==> src/design/bst_pkg.sv <==
`timescale 1ns / 1ps
// ----------------------------------------------------------------------------
// Byte stream tokenizer package
// Shared constants, token codes, result type and character class helpers.
// ----------------------------------------------------------------------------
package bst_pkg;

	localparam int POS_WIDTH  = 16;
	localparam int SPAN_WIDTH = 16;
	localparam int RES_DEPTH  = 4;
	localparam int RES_PTR_W  = $clog2(RES_DEPTH);
	localparam int RES_CNT_W  = $clog2(RES_DEPTH + 1);

	localparam logic [2:0] KW_LEN  = 3'd4;
	localparam logic [2:0] KW_MISS = 3'd7;

	localparam logic [7:0] CH_SLASH = 8'h2F;
	localparam logic [7:0] CH_NL    = 8'h0A;
	localparam logic [7:0] CH_CR    = 8'h0D;
	localparam logic [7:0] CH_TAB   = 8'h09;
	localparam logic [7:0] CH_SPACE = 8'h20;

	typedef enum logic [2:0] {
		TK_NAT     = 3'd0,
		TK_KW_SHOW = 3'd1,
		TK_END     = 3'd2,
		TK_UNKNOWN = 3'd3,
		TK_ILLEGAL = 3'd4,
		TK_LONG    = 3'd5
	} tok_kind_t;

	typedef struct packed {
		tok_kind_t              kind;
		logic [SPAN_WIDTH-1:0] span_start;
		logic [SPAN_WIDTH-1:0] span_end;
		logic                  last;
	} res_t;

	typedef struct packed {
		logic [1:0] cnt;
		res_t       r0;
		res_t       r1;
	} scan_res_t;

	function automatic res_t make_res(tok_kind_t k, logic [SPAN_WIDTH-1:0] s,
			logic [SPAN_WIDTH-1:0] e);
		res_t r;
		r.kind       = k;
		r.span_start = s;
		r.span_end   = e;
		r.last       = 1'b0;
		return r;
	endfunction

	function automatic logic is_digit(logic [7:0] c);
		return (c >= 8'h30) && (c <= 8'h39);
	endfunction

	function automatic logic is_ident_start(logic [7:0] c);
		return ((c >= 8'h61) && (c <= 8'h7A)) || ((c >= 8'h41) && (c <= 8'h5A))
			|| (c == 8'h5F);
	endfunction

	function automatic logic is_space(logic [7:0] c);
		return (c == CH_SPACE) || (c == CH_TAB) || (c == CH_NL) || (c == CH_CR);
	endfunction

	function automatic logic [7:0] kw_letter(logic [1:0] idx);
		logic [7:0] l;
		case (idx)
			2'd0: l = 8'h73;
			2'd1: l = 8'h68;
			2'd2: l = 8'h6F;
			2'd3: l = 8'h77;
			default: l = 8'h00;
		endcase
		return l;
	endfunction

	function automatic logic [2:0] kw_advance(logic [2:0] prog, logic [7:0] c);
		if ((prog < KW_LEN) && (c == kw_letter(prog[1:0])))
			return prog + 3'd1;
		return KW_MISS;
	endfunction

endpackage

==> src/design/bst_in_if.sv <==
`timescale 1ns / 1ps
// ----------------------------------------------------------------------------
// Source byte channel
// Valid/ready channel carrying one source byte or an end-of-source beat.
// ----------------------------------------------------------------------------
interface bst_in_if;
	logic       valid;
	logic       ready;
	logic       kind;
	logic [7:0] ch;

	modport source(output valid, output kind, output ch, input ready);
	modport sink(input valid, input kind, input ch, output ready);
endinterface

==> src/design/bst_out_if.sv <==
`timescale 1ns / 1ps
// ----------------------------------------------------------------------------
// Token channel
// Valid/ready channel carrying one token or error with its byte span.
// ----------------------------------------------------------------------------
interface bst_out_if;
	logic        valid;
	logic        ready;
	logic [2:0]  token_kind;
	logic [15:0] span_start;
	logic [15:0] span_end;
	logic        last_of_item;

	modport source(output valid, output token_kind, output span_start,
		output span_end, output last_of_item, input ready);
	modport sink(input valid, input token_kind, input span_start,
		input span_end, input last_of_item, output ready);
endinterface

==> src/design/bst_scan.sv <==
`timescale 1ns / 1ps
// ----------------------------------------------------------------------------
// Tokenizer scanner
// Lexer state and the single-pass scan of one beat into up to two results.
// ----------------------------------------------------------------------------
module bst_scan #(
	parameter int POS_WIDTH = bst_pkg::POS_WIDTH
) (
	input  logic                clk,
	input  logic                arst_n,
	input  logic                step,
	input  logic                kind,
	input  logic [7:0]          ch,
	output bst_pkg::scan_res_t  scan
);

	typedef enum logic [2:0] {
		M_IDLE    = 3'd0,
		M_NUM     = 3'd1,
		M_IDENT   = 3'd2,
		M_SLASH   = 3'd3,
		M_COMMENT = 3'd4,
		M_ERROR   = 3'd5
	} mode_t;

	localparam int SW = bst_pkg::SPAN_WIDTH;
	localparam logic [POS_WIDTH-1:0] POS_ONE = {{(POS_WIDTH-1){1'b0}}, 1'b1};

	mode_t                 mode_q, mode_d;
	logic [POS_WIDTH-1:0]  pos_q, pos_d;
	logic [POS_WIDTH-1:0]  start_q, start_d;
	logic [2:0]            kw_q, kw_d;

	logic [POS_WIDTH-1:0]  pos_inc, start_inc;
	logic [POS_WIDTH+SW-1:0] ext_p, ext_pi, ext_s, ext_si;
	logic [SW-1:0]         p16, pi16, s16, si16;

	logic                  idle_emit;
	bst_pkg::res_t         idle_res;
	mode_t                 idle_mode;
	logic [POS_WIDTH-1:0]  idle_start;
	logic [2:0]            idle_kw;

	bst_pkg::res_t         r0, r1;
	logic [1:0]            cnt;

	assign pos_inc   = pos_q + POS_ONE;
	assign start_inc = start_q + POS_ONE;
	assign ext_p     = {{SW{1'b0}}, pos_q};
	assign ext_pi    = {{SW{1'b0}}, pos_inc};
	assign ext_s     = {{SW{1'b0}}, start_q};
	assign ext_si    = {{SW{1'b0}}, start_inc};
	assign p16       = ext_p[SW-1:0];
	assign pi16      = ext_pi[SW-1:0];
	assign s16       = ext_s[SW-1:0];
	assign si16      = ext_si[SW-1:0];

	// scan of a byte from the idle mode
	always_comb begin
		idle_emit  = 1'b0;
		idle_res   = bst_pkg::make_res(bst_pkg::TK_ILLEGAL, p16, pi16);
		idle_mode  = M_IDLE;
		idle_start = start_q;
		idle_kw    = kw_q;
		if (bst_pkg::is_space(ch)) begin
			idle_mode = M_IDLE;
		end else if (ch == bst_pkg::CH_SLASH) begin
			idle_mode  = M_SLASH;
			idle_start = pos_q;
		end else if (bst_pkg::is_digit(ch)) begin
			idle_mode  = M_NUM;
			idle_start = pos_q;
		end else if (bst_pkg::is_ident_start(ch)) begin
			idle_mode  = M_IDENT;
			idle_start = pos_q;
			idle_kw    = bst_pkg::kw_advance(3'd0, ch);
		end else begin
			idle_emit = 1'b1;
			idle_mode = M_ERROR;
		end
	end

	always_comb begin
		mode_d  = mode_q;
		pos_d   = pos_q;
		start_d = start_q;
		kw_d    = kw_q;
		cnt     = 2'd0;
		r0      = bst_pkg::make_res(bst_pkg::TK_END, p16, p16);
		r1      = bst_pkg::make_res(bst_pkg::TK_END, p16, p16);
		if (kind) begin
			case (mode_q)
				M_NUM: begin
					r0  = bst_pkg::make_res(bst_pkg::TK_NAT, s16, p16);
					cnt = 2'd2;
				end
				M_IDENT: begin
					if (kw_q == bst_pkg::KW_LEN) begin
						r0  = bst_pkg::make_res(bst_pkg::TK_KW_SHOW, s16, p16);
						cnt = 2'd2;
					end else begin
						r0  = bst_pkg::make_res(bst_pkg::TK_UNKNOWN, s16, p16);
						cnt = 2'd1;
					end
				end
				M_SLASH: begin
					r0  = bst_pkg::make_res(bst_pkg::TK_ILLEGAL, s16, si16);
					cnt = 2'd1;
				end
				M_ERROR: cnt = 2'd0;
				default: cnt = 2'd1;
			endcase
			mode_d  = M_IDLE;
			pos_d   = '0;
			start_d = '0;
			kw_d    = 3'd0;
		end else if (mode_q == M_ERROR) begin
			mode_d = M_ERROR;
		end else if (&pos_q) begin
			r0     = bst_pkg::make_res(bst_pkg::TK_LONG, p16, p16);
			cnt    = 2'd1;
			mode_d = M_ERROR;
		end else begin
			pos_d = pos_inc;
			case (mode_q)
				M_NUM: begin
					if (!bst_pkg::is_digit(ch)) begin
						r0      = bst_pkg::make_res(bst_pkg::TK_NAT, s16, p16);
						r1      = idle_res;
						cnt     = idle_emit ? 2'd2 : 2'd1;
						mode_d  = idle_mode;
						start_d = idle_start;
						kw_d    = idle_kw;
					end
				end
				M_IDENT: begin
					if (bst_pkg::is_ident_start(ch) || bst_pkg::is_digit(ch)) begin
						kw_d = bst_pkg::kw_advance(kw_q, ch);
					end else if (kw_q == bst_pkg::KW_LEN) begin
						r0      = bst_pkg::make_res(bst_pkg::TK_KW_SHOW, s16, p16);
						r1      = idle_res;
						cnt     = idle_emit ? 2'd2 : 2'd1;
						mode_d  = idle_mode;
						start_d = idle_start;
						kw_d    = idle_kw;
					end else begin
						r0     = bst_pkg::make_res(bst_pkg::TK_UNKNOWN, s16, p16);
						cnt    = 2'd1;
						mode_d = M_ERROR;
					end
				end
				M_SLASH: begin
					if (ch == bst_pkg::CH_SLASH) begin
						mode_d = M_COMMENT;
					end else begin
						r0     = bst_pkg::make_res(bst_pkg::TK_ILLEGAL, s16, si16);
						cnt    = 2'd1;
						mode_d = M_ERROR;
					end
				end
				M_COMMENT: begin
					if (ch == bst_pkg::CH_NL)
						mode_d = M_IDLE;
				end
				default: begin
					r0      = idle_res;
					cnt     = idle_emit ? 2'd1 : 2'd0;
					mode_d  = idle_mode;
					start_d = idle_start;
					kw_d    = idle_kw;
				end
			endcase
		end
		r0.last = (cnt == 2'd1);
		r1.last = (cnt == 2'd2);
	end

	assign scan.cnt = step ? cnt : 2'd0;
	assign scan.r0  = r0;
	assign scan.r1  = r1;

	always_ff @(posedge clk or negedge arst_n) begin
		if (!arst_n) begin
			mode_q  <= M_IDLE;
			pos_q   <= '0;
			start_q <= '0;
			kw_q    <= 3'd0;
		end else if (step) begin
			mode_q  <= mode_d;
			pos_q   <= pos_d;
			start_q <= start_d;
			kw_q    <= kw_d;
		end
	end

endmodule

==> src/design/bst_res_fifo.sv <==
`timescale 1ns / 1ps
// ----------------------------------------------------------------------------
// Token result queue
// Small queue taking up to two results per cycle and giving one per beat.
// ----------------------------------------------------------------------------
module bst_res_fifo (
	input  logic                                clk,
	input  logic                                arst_n,
	input  bst_pkg::scan_res_t                  push,
	input  logic                                pop,
	output bst_pkg::res_t                       head,
	output logic [bst_pkg::RES_CNT_W-1:0]       count
);

	localparam int PW = bst_pkg::RES_PTR_W;
	localparam int CW = bst_pkg::RES_CNT_W;

	bst_pkg::res_t   mem_q [bst_pkg::RES_DEPTH];
	logic [PW-1:0]   wr_q, rd_q;
	logic [CW-1:0]   count_q;
	logic [PW-1:0]   wr_next;

	assign wr_next = wr_q + {{(PW-1){1'b0}}, 1'b1};
	assign head    = mem_q[rd_q];
	assign count   = count_q;

	always_ff @(posedge clk) begin
		if (push.cnt != 2'd0)
			mem_q[wr_q] <= push.r0;
		if (push.cnt == 2'd2)
			mem_q[wr_next] <= push.r1;
	end

	always_ff @(posedge clk or negedge arst_n) begin
		if (!arst_n) begin
			wr_q    <= '0;
			rd_q    <= '0;
			count_q <= '0;
		end else begin
			wr_q    <= wr_q + PW'(push.cnt);
			rd_q    <= rd_q + PW'(pop);
			count_q <= count_q + CW'(push.cnt) - CW'(pop);
		end
	end

endmodule

==> src/design/byte_stream_tokenizer.sv <==
`timescale 1ns / 1ps
// ----------------------------------------------------------------------------
// Byte stream tokenizer
// Streaming lexer: source bytes in, natural/show tokens and errors out.
// ----------------------------------------------------------------------------
// src carries one beat per source byte (kind 0) and a closing beat (kind 1).
// res carries one token per beat with its byte span; last_of_item marks the
// final token caused by an input beat. A beat causes zero, one or two tokens.
// A beat taken on src is registered in the input stage; its tokens are written
// into the result queue, which drives res. Throughput: one beat per cycle while
// the queue has room; a beat giving two tokens is absorbed by the four-entry
// result queue. src.ready drops only while the queue holds over two tokens.
// The scanner holds its mode, byte position, token start and keyword match
// count; the closing beat returns them all to their reset values.
// Reset clears the lexer state, the input stage and the queue; no token is
// offered until a beat has been taken. A stalled res holds its head token
// and fills the queue; src then stalls with the pending beat held.
// ----------------------------------------------------------------------------
module byte_stream_tokenizer #(
	parameter int POS_WIDTH = bst_pkg::POS_WIDTH
) (
	input  logic        clk,
	input  logic        arst_n,
	bst_in_if.sink      src,
	bst_out_if.source   res
);

	localparam int CW = bst_pkg::RES_CNT_W;

	logic                 valid_s1;
	logic                 kind_s1;
	logic [7:0]           ch_s1;
	logic                 advance;
	logic                 pop;
	logic [CW-1:0]        fifo_count;
	bst_pkg::scan_res_t   scan;
	bst_pkg::res_t        head;

	assign advance   = valid_s1 && (fifo_count <= CW'(bst_pkg::RES_DEPTH - 2));
	assign src.ready = !valid_s1 || advance;
	assign pop       = res.valid && res.ready;

	always_ff @(posedge clk or negedge arst_n) begin
		if (!arst_n) begin
			valid_s1 <= 1'b0;
		end else if (src.valid && src.ready) begin
			valid_s1 <= 1'b1;
		end else if (advance) begin
			valid_s1 <= 1'b0;
		end
	end

	always_ff @(posedge clk) begin
		if (src.valid && src.ready) begin
			kind_s1 <= src.kind;
			ch_s1   <= src.ch;
		end
	end

	bst_scan #(
		.POS_WIDTH(POS_WIDTH)
	) u_scan (
		.clk   (clk),
		.arst_n(arst_n),
		.step  (advance),
		.kind  (kind_s1),
		.ch    (ch_s1),
		.scan  (scan)
	);

	bst_res_fifo u_fifo (
		.clk   (clk),
		.arst_n(arst_n),
		.push  (scan),
		.pop   (pop),
		.head  (head),
		.count (fifo_count)
	);

	assign res.valid        = (fifo_count != '0);
	assign res.token_kind   = head.kind;
	assign res.span_start   = head.span_start;
	assign res.span_end     = head.span_end;
	assign res.last_of_item = head.last;

	a_push_shows: assert property (@(posedge clk) disable iff (!arst_n)
		(scan.cnt != 2'd0) |=> res.valid)
		else $error("pushed token not offered");

	a_pair_last: assert property (@(posedge clk) disable iff (!arst_n)
		(scan.cnt == 2'd2) |-> (scan.r1.last && !scan.r0.last))
		else $error("token pair marked wrongly");

	a_empty_ready: assert property (@(posedge clk) disable iff (!arst_n)
		(fifo_count == '0) |-> src.ready)
		else $error("input stalled with empty queue");

	a_no_overflow: assert property (@(posedge clk) disable iff (!arst_n)
		(fifo_count > CW'(bst_pkg::RES_DEPTH - 2)) |-> (scan.cnt == 2'd0))
		else $error("push into full queue");

endmodule
==> src/flat_wrapper.sv <==
// flat-port wrapper written by rule: the top's interface ports become plain ports
module byte_stream_tokenizer_flat 
#(
	parameter int POS_WIDTH = bst_pkg::POS_WIDTH
)
  (clk, arst_n, src_valid, src_kind, src_ch, src_ready, res_valid, res_token_kind, res_span_start, res_span_end, res_last_of_item, res_ready);
  bst_in_if src_i ();
  bst_out_if res_i ();
  input  logic clk;
  input  logic arst_n;
  input wire logic [$bits(src_i.valid)-1:0] src_valid;
  input wire logic [$bits(src_i.kind)-1:0] src_kind;
  input wire logic [$bits(src_i.ch)-1:0] src_ch;
  output wire logic [$bits(src_i.ready)-1:0] src_ready;
  output wire logic [$bits(res_i.valid)-1:0] res_valid;
  output wire logic [$bits(res_i.token_kind)-1:0] res_token_kind;
  output wire logic [$bits(res_i.span_start)-1:0] res_span_start;
  output wire logic [$bits(res_i.span_end)-1:0] res_span_end;
  output wire logic [$bits(res_i.last_of_item)-1:0] res_last_of_item;
  input wire logic [$bits(res_i.ready)-1:0] res_ready;
  assign src_i.valid = src_valid;
  assign src_i.kind = src_kind;
  assign src_i.ch = src_ch;
  assign src_ready = src_i.ready;
  assign res_valid = res_i.valid;
  assign res_token_kind = res_i.token_kind;
  assign res_span_start = res_i.span_start;
  assign res_span_end = res_i.span_end;
  assign res_last_of_item = res_i.last_of_item;
  assign res_i.ready = res_ready;
  byte_stream_tokenizer #(.POS_WIDTH(POS_WIDTH)) u_core (.clk(clk), .arst_n(arst_n), .src(src_i), .res(res_i));
endmodule
==> config.mk <==
export PLATFORM = sky130hd
export DESIGN_NAME = byte_stream_tokenizer_flat
export DESIGN_NICKNAME = d
export VERILOG_FILES = /design/src/design/bst_pkg.sv /design/src/design/bst_in_if.sv /design/src/design/bst_out_if.sv /design/src/design/bst_scan.sv /design/src/design/bst_res_fifo.sv /design/src/design/byte_stream_tokenizer.sv /design/src/flat_wrapper.sv
export SDC_FILE = /design/constraint.sdc
export NUM_CORES = 1
export LEC_CHECK = 0
export BUFFER_PORTS_ARGS = -buffer_cell sky130_fd_sc_hd__buf_4
export CORE_AREA = 2 2 167 169
export DETAILED_ROUTE_END_ITERATION = 10
export DIE_AREA = 0 0 169 171
export MAX_ROUTING_LAYER = met4
export PLACE_DENSITY = 0.7
export SETUP_SLACK_MARGIN = 0.3
export SLEW_MARGIN = 10
export SYNTH_ARGS = -nofsm -noshare
export SYNTH_HDL_FRONTEND = slang
export SYNTH_SLANG_ARGS = --single-unit
==> constraint.sdc <==
create_clock -name clk -period 3.9 [get_ports clk]
set_input_delay 0.585 -clock clk [delete_from_list [all_inputs] [get_ports clk]]
set_output_delay 0.585 -clock clk [all_outputs]
set_load 0.05 [all_outputs]
== Word-level counts from Yosys, hierarchy flattened ==
Memories as Yosys holds them, arrays and structs flattened.
Index checks and enable logic that the tools add are counted.
Storage, ports and cells
  word-level logic and storage cells: 184
  bits in latches: 0
  output and inout port bits: 38
  RAM bits: 144
  memories: 1
  flip-flop bits (word level): 55
  ROM bits: 0
  input bits: 13
Memory list
  u_core.u_fifo.mem_q: words 4, bits a word 36, rd ports 1, clocked after Yosys merged registers in 0, wr ports 2, RTL line bst_res_fifo.sv:18  | bst_pkg::res_t mem_q [bst_pkg::RES_DEPTH];
Cells by class
  muxes and demuxes: 102
  reduce and logical (&&, ||, !) cells: 25
  bitwise logic cells: 0
  multipliers: 0
  $add $sub $neg: 8
  shifts and indexed selects: 0
  div/mod/pow operators: 0
  order comparisons: 8
  equality and inequality tests: 30
Operators by type and width (count)
  2-to-1 mux 36 bit: 10
  2-to-1 mux 16 bit: 13
  case mux 36 bit (4 select lines): 1
  case mux 36 bit (3 select lines): 1
  2-to-1 mux 35 bit: 3
  2-to-1 mux 3 bit: 25
  2-to-1 mux 8 bit: 9
  case mux 36 bit (2 select lines): 1
  case mux 16 bit (3 select lines): 1
  adder 16 x 1 -> 16 bit (second input constant): 2
  case mux 8 bit (4 select lines): 1
  == test 8 x 4 -> 1 bit (second input constant): 3
  2-to-1 mux 1 bit: 24
  2-to-1 mux 2 bit: 9
  == test 8 x 6 -> 1 bit (second input constant): 2
  == test 8 bit: 2
  >= comparator 8 x 7 -> 1 bit (second input constant): 2
  less-or-equal comparator 8 x 7 -> 1 bit (second input constant): 2
  AND reduction 16 bit: 1
  inequality test 5 x 4 -> 1 bit (second input constant): 3
  case mux 3 bit (4 select lines): 1
  == test 3 bit (second input constant): 3
  inequality test 3 x 2 -> 1 bit (second input constant): 3
  case mux 3 bit (3 select lines): 1
  other kinds (30): 50

== Depth between registers and ports, before layout ==
  depth after elaboration: 25
  mapped depth: 12
  mapped depth without buffers: 11

== By module ==
A second synthesis with hierarchy kept.
Second synthesis, totals
  cells, all modules: 975
  area, all modules: 12050.3 um^2
By module, submodules not included
  bst_res_fifo: sequential area each 4499.3 um^2, instances 1, area each 7330.8 um^2, cells each 384
  bst_scan: sequential area each 950.9 um^2, instances 1, area each 4369.2 um^2, cells each 573
  byte_stream_tokenizer: sequential area each 295.3 um^2, instances 1, area each 350.3 um^2, cells each 18

== Worst setup path after synthesis ==
Ideal clock, no wire load.
  kind: reg-to-reg
  from: register u_core.ch_s1[4]
  to: memory u_core.u_fifo.mem_q[3][0] in the netlist's numbering (enable)
  library setup time: 0.393 ns
  cell stages (with the launch flop): 10
  path slack: 0.470 ns
  buffers on the path: 2
  arrival time: 3.037 ns
  data required time: 3.507 ns
  clock period less this slack: 3.430 ns
  cell sequence: edfxtp_1 > buf_4 > or4_4 > a21o_1 > a21oi_4 > a2111oi_2 > o22a_2 > a21o_1 > buf_2 > nand2_1
RTL lines
  start, declared: RTL line byte_stream_tokenizer.sv:32  | logic [7:0] ch_s1;
  start signal, assigned: RTL line byte_stream_tokenizer.sv:56  | ch_s1 <= src.ch;
  end, declared: RTL line bst_res_fifo.sv:18

==> impl_metrics.env <==
export IMPL_status="completed"
export IMPL_overflow=0
export IMPL_finalCritPeriodShare=0.882
export IMPL_cts_max_path_buffers=2
export IMPL_max_freq_mhz=291
export IMPL_cts_setup_buffers=0
export IMPL_worst_skew_pair_late_latency_ns=0.44
export IMPL_start_util=0.441
export IMPL_end_kind="register"
export IMPL_synth_largest_area_cell="edfxtp_1"
export IMPL_port_buffers=50
export IMPL_max_slew_margin=0.291
export IMPL_post_dp_hpwl_um=25900
export IMPL_clockPowerShare=0.164
export IMPL_critPathMaxStageDelay_ns=0.85
export IMPL_start_kind="register"
export IMPL_wirelength_um=37300
export IMPL_switching_share=0.481
export IMPL_worstRegToRegCells=7
export IMPL_yosysWarnings=0
export IMPL_core_sq_um=27300
export IMPL_clock_skew_ns=0.0170
export IMPL_layout_setup_ws_ns=0.461
export IMPL_num_vias=10300
export IMPL_worst_slew_pin_slew_ns=1.06
export IMPL_synth_most_common_cell="edfxtp_1"
export IMPL_ys_seq_area_frac=0.474
export IMPL_drtIter0Drc=1594
export IMPL_cp_max_fo=14
export IMPL_track_usage=0.268
export IMPL_worstPathRequired_ns=4.21
export IMPL_antennaDiodeCount=0
export IMPL_wl_per_cell_um=24.1
export IMPL_grt_max_degree=47
export IMPL_rows=61
export IMPL_reg2reg_slack_ns=0.46
export IMPL_ys_ff_latch=199
export IMPL_clkTransAtPathRegs_ns=0.08
export IMPL_area_growth_pct=11.9
export IMPL_finalPower_mw=11.2
export IMPL_cellLeakagePower_nw=4.59
export IMPL_cts_tree="yes"
export IMPL_grt_pass1_vias=9554
export IMPL_power_switching_mw=5.37
export IMPL_fillers=2473
export IMPL_clkSinkCount=199
export IMPL_yosys_top_cells_count="149 x edfxtp_1, 121 x nand2_1, 94 x o21ai_0"
export IMPL_synthFlopType="edfxtp_1"
export IMPL_r2r_end="u_core.u_fifo.mem_q[2][29]"
export IMPL_die_h_um=171
export IMPL_cp_cell_sequence="or4_4, a21o_1, a21oi_4, a2111oi_2, o22a_2, o21ai_1, a22o_1"
export IMPL_synth_edf_count=149
export IMPL_netlist_area_leader_share=0.372
export IMPL_crit_cells=7
export IMPL_setup_viol=0
export IMPL_first_pass_iters=6
export IMPL_viasPerCell=6.64
export IMPL_p_per_area_nw_per_um2=828
export IMPL_drv_cap=0
export IMPL_pwr_share_seq=0.298
export IMPL_rsz0062_at_grt="false"
export IMPL_peakVddDrop_v=0.000416
export IMPL_syn_nets=1190
export IMPL_antenna_left=0
export IMPL_ys_async_sr_fraction=0.231
export IMPL_min_path_type="in -> async"
export IMPL_hold_violations=0
export IMPL_tns_ns=0
export IMPL_synth_area_sq_um=12000
export IMPL_critical_path_class="reg -> reg"
export IMPL_fin_util=0.493
export IMPL_yosysUniqueCellTypes=81
export IMPL_synth_top_cells_by_area="edfxtp_1 37%, dfrtp_1 9.6%, mux4_2 6.7%, o22ai_1 4.8%, o21ai_0 3.9%"
export IMPL_crit_buf_inv=0
export IMPL_clockRootBuffer="clkbuf_16"
export IMPL_maxSlewViolCount=0
export IMPL_die_w_um=169
export IMPL_h_tree_depth=4
export IMPL_cpMaxStageDelayCell="o21ai_1"
export IMPL_cts_buffers=17
export IMPL_drc=0
export IMPL_intPower_mw=5.79
export IMPL_avgSynthCellArea_sq_um=10.3
export IMPL_crit_family="compound AO/OA/AOI/OAI gates"
export IMPL_drive_above_1_share=0.177
export IMPL_critPathArrivalTime_ns=3.75
export IMPL_die_area_sq_um=28900
export IMPL_place_congestion=1.01
export IMPL_fin_crit_ns=3.44
export IMPL_combPwrFrac=0.537
export IMPL_nNetsFinal=1212
export IMPL_synthCells=1164
export IMPL_grt_pass1_wl_um=57400
export IMPL_dpl_worst_slack_ns=0.356
export IMPL_antenna_found_initial=0
export IMPL_io_pins=51
export IMPL_timing_rr_start="u_core.ch_s1[4]"
worst max-delay path by stage:
stage                          start                          to
2_1_floorplan        u_core.ch_s1[4]   u_core.u_fifo.mem_q[3][0]
3_3_place_gp   u_core.u_scan.kw_q[0]  u_core.u_fifo.mem_q[0][15]
3_5_place_dp   u_core.u_scan.kw_q[0]  u_core.u_fifo.mem_q[1][30]
4_1_cts        u_core.u_scan.kw_q[0]  u_core.u_fifo.mem_q[1][30]
5_1_grt              u_core.ch_s1[4]   u_core.u_fifo.mem_q[0][8]
6_report             u_core.ch_s1[4]  u_core.u_fifo.mem_q[2][29]
worst register-to-register path: cells and delay by family, from the launching register on:
kind	cells	cell delay, ns
AND/OR/NAND/NOR	1	0.59
AO/OA/AOI/OAI	6	2.18
flip-flops	1	0.53
power by group through the flow:
stage / logic [mW] / registers, mW / clock network, mW
floorplan: 4.21 / 3.14 / 0
global placement: 5.84 / 3.34 / 0
detailed placement: 5.87 / 3.37 / 0
CTS: 5.90 / 3.33 / 1.85
global route: 6.33 / 3.39 / 1.93
finish: 6.00 / 3.33 / 1.83
flip-flops by register name (all words and copies together) (netlist names):
register and flops:
u_core.u_fifo.mem_q 144, u_core.u_scan.p16 16, u_core.u_scan.s16 16, u_core.ch_s1 8
u_core.u_fifo.count 3, u_core.u_scan.kw_q 3, u_core.u_scan.mode_q 3, u_core.u_fifo.rd_q 2
u_core.u_fifo.wr_q 2, u_core.kind_s1 1, u_core.valid_s1 1
metrics by stage:
step	hold slack, ns	cells	area (sq um)
after detailed placement	0.461	1513	12800
after global routing	0.226	1545	13500
after global placement	0.445	1513	12800
after CTS	0.203	1545	13500
final	0.180	1545	13500
after floorplan	0.289	1164	12000
cells by family (layout without fill, tap and decap cells):
| kind of cell | after synthesis | count (layout) | share of synthesized area |
|---|---|---|---|
| buffers and inverters | 129 | 164 | 0.0480 |
| and+or+nand+nor | 322 | 322 | 0.128 |
| xor gates and xnor gates | 35 | 35 | 0.0255 |
| adders and majority gates | 13 | 13 | 0.0141 |
| DFF | 199 | 199 | 0.474 |
| AOI/OAI and AO/OA | 417 | 417 | 0.231 |
| muxes | 49 | 49 | 0.0787 |
layer usage:
layer | up-vias | global-route usage | part of all wire
met4 | 0 | 0.104 | 0.040
met2 | 619 | 0.410 | 0.47
met3 | 95 | 0.0597 | 0.10
li1 | 4561 | - | -
met1 | 4985 | 0.350 | 0.39
met5 | - | - | 0
final cells by class:
cell class / count / area, sq um / share of cell area
Sequential cell: 199 / 5710 / 0.424
Inverter: 19 / 73.8 / 0.00548
Clock inverter: 14 / 185 / 0.0137
Clock buffer: 18 / 439 / 0.0326
Timing Repair Buffer: 113 / 861 / 0.0639
Tap cell: 346 / 433 / 0.0321
Multi-Input combinational cell: 836 / 5770 / 0.429
what timing repair did:
action                                 CTS  global route
setup endpoints to repair                0            85
resized for setup                        0             5
hold buffers                             0             0
endpoints found under the hold margin    0             0
cells in the final DEF (no fill, tap or decap), types with 11 or more instances in the layout:
master	synthesis	layout
o22ai_1	92	92
o21ai_0	94	94
nand2_1	121	121
buf_4	5	112
nor3_1	11	11
mux4_2	36	36
clkbuf_16	0	17
a22o_1	50	50
nand3_1	31	31
edfxtp_1	149	149
inv_1	15	15
ha_1	12	12
nor2_1	76	75
xor2_1	12	12
dfrtp_1	46	45
a21oi_1	64	63
xnor2_1	23	23
nand4_1	11	11
o31ai_1	13	13
Power figures use the tool's default switching activity.
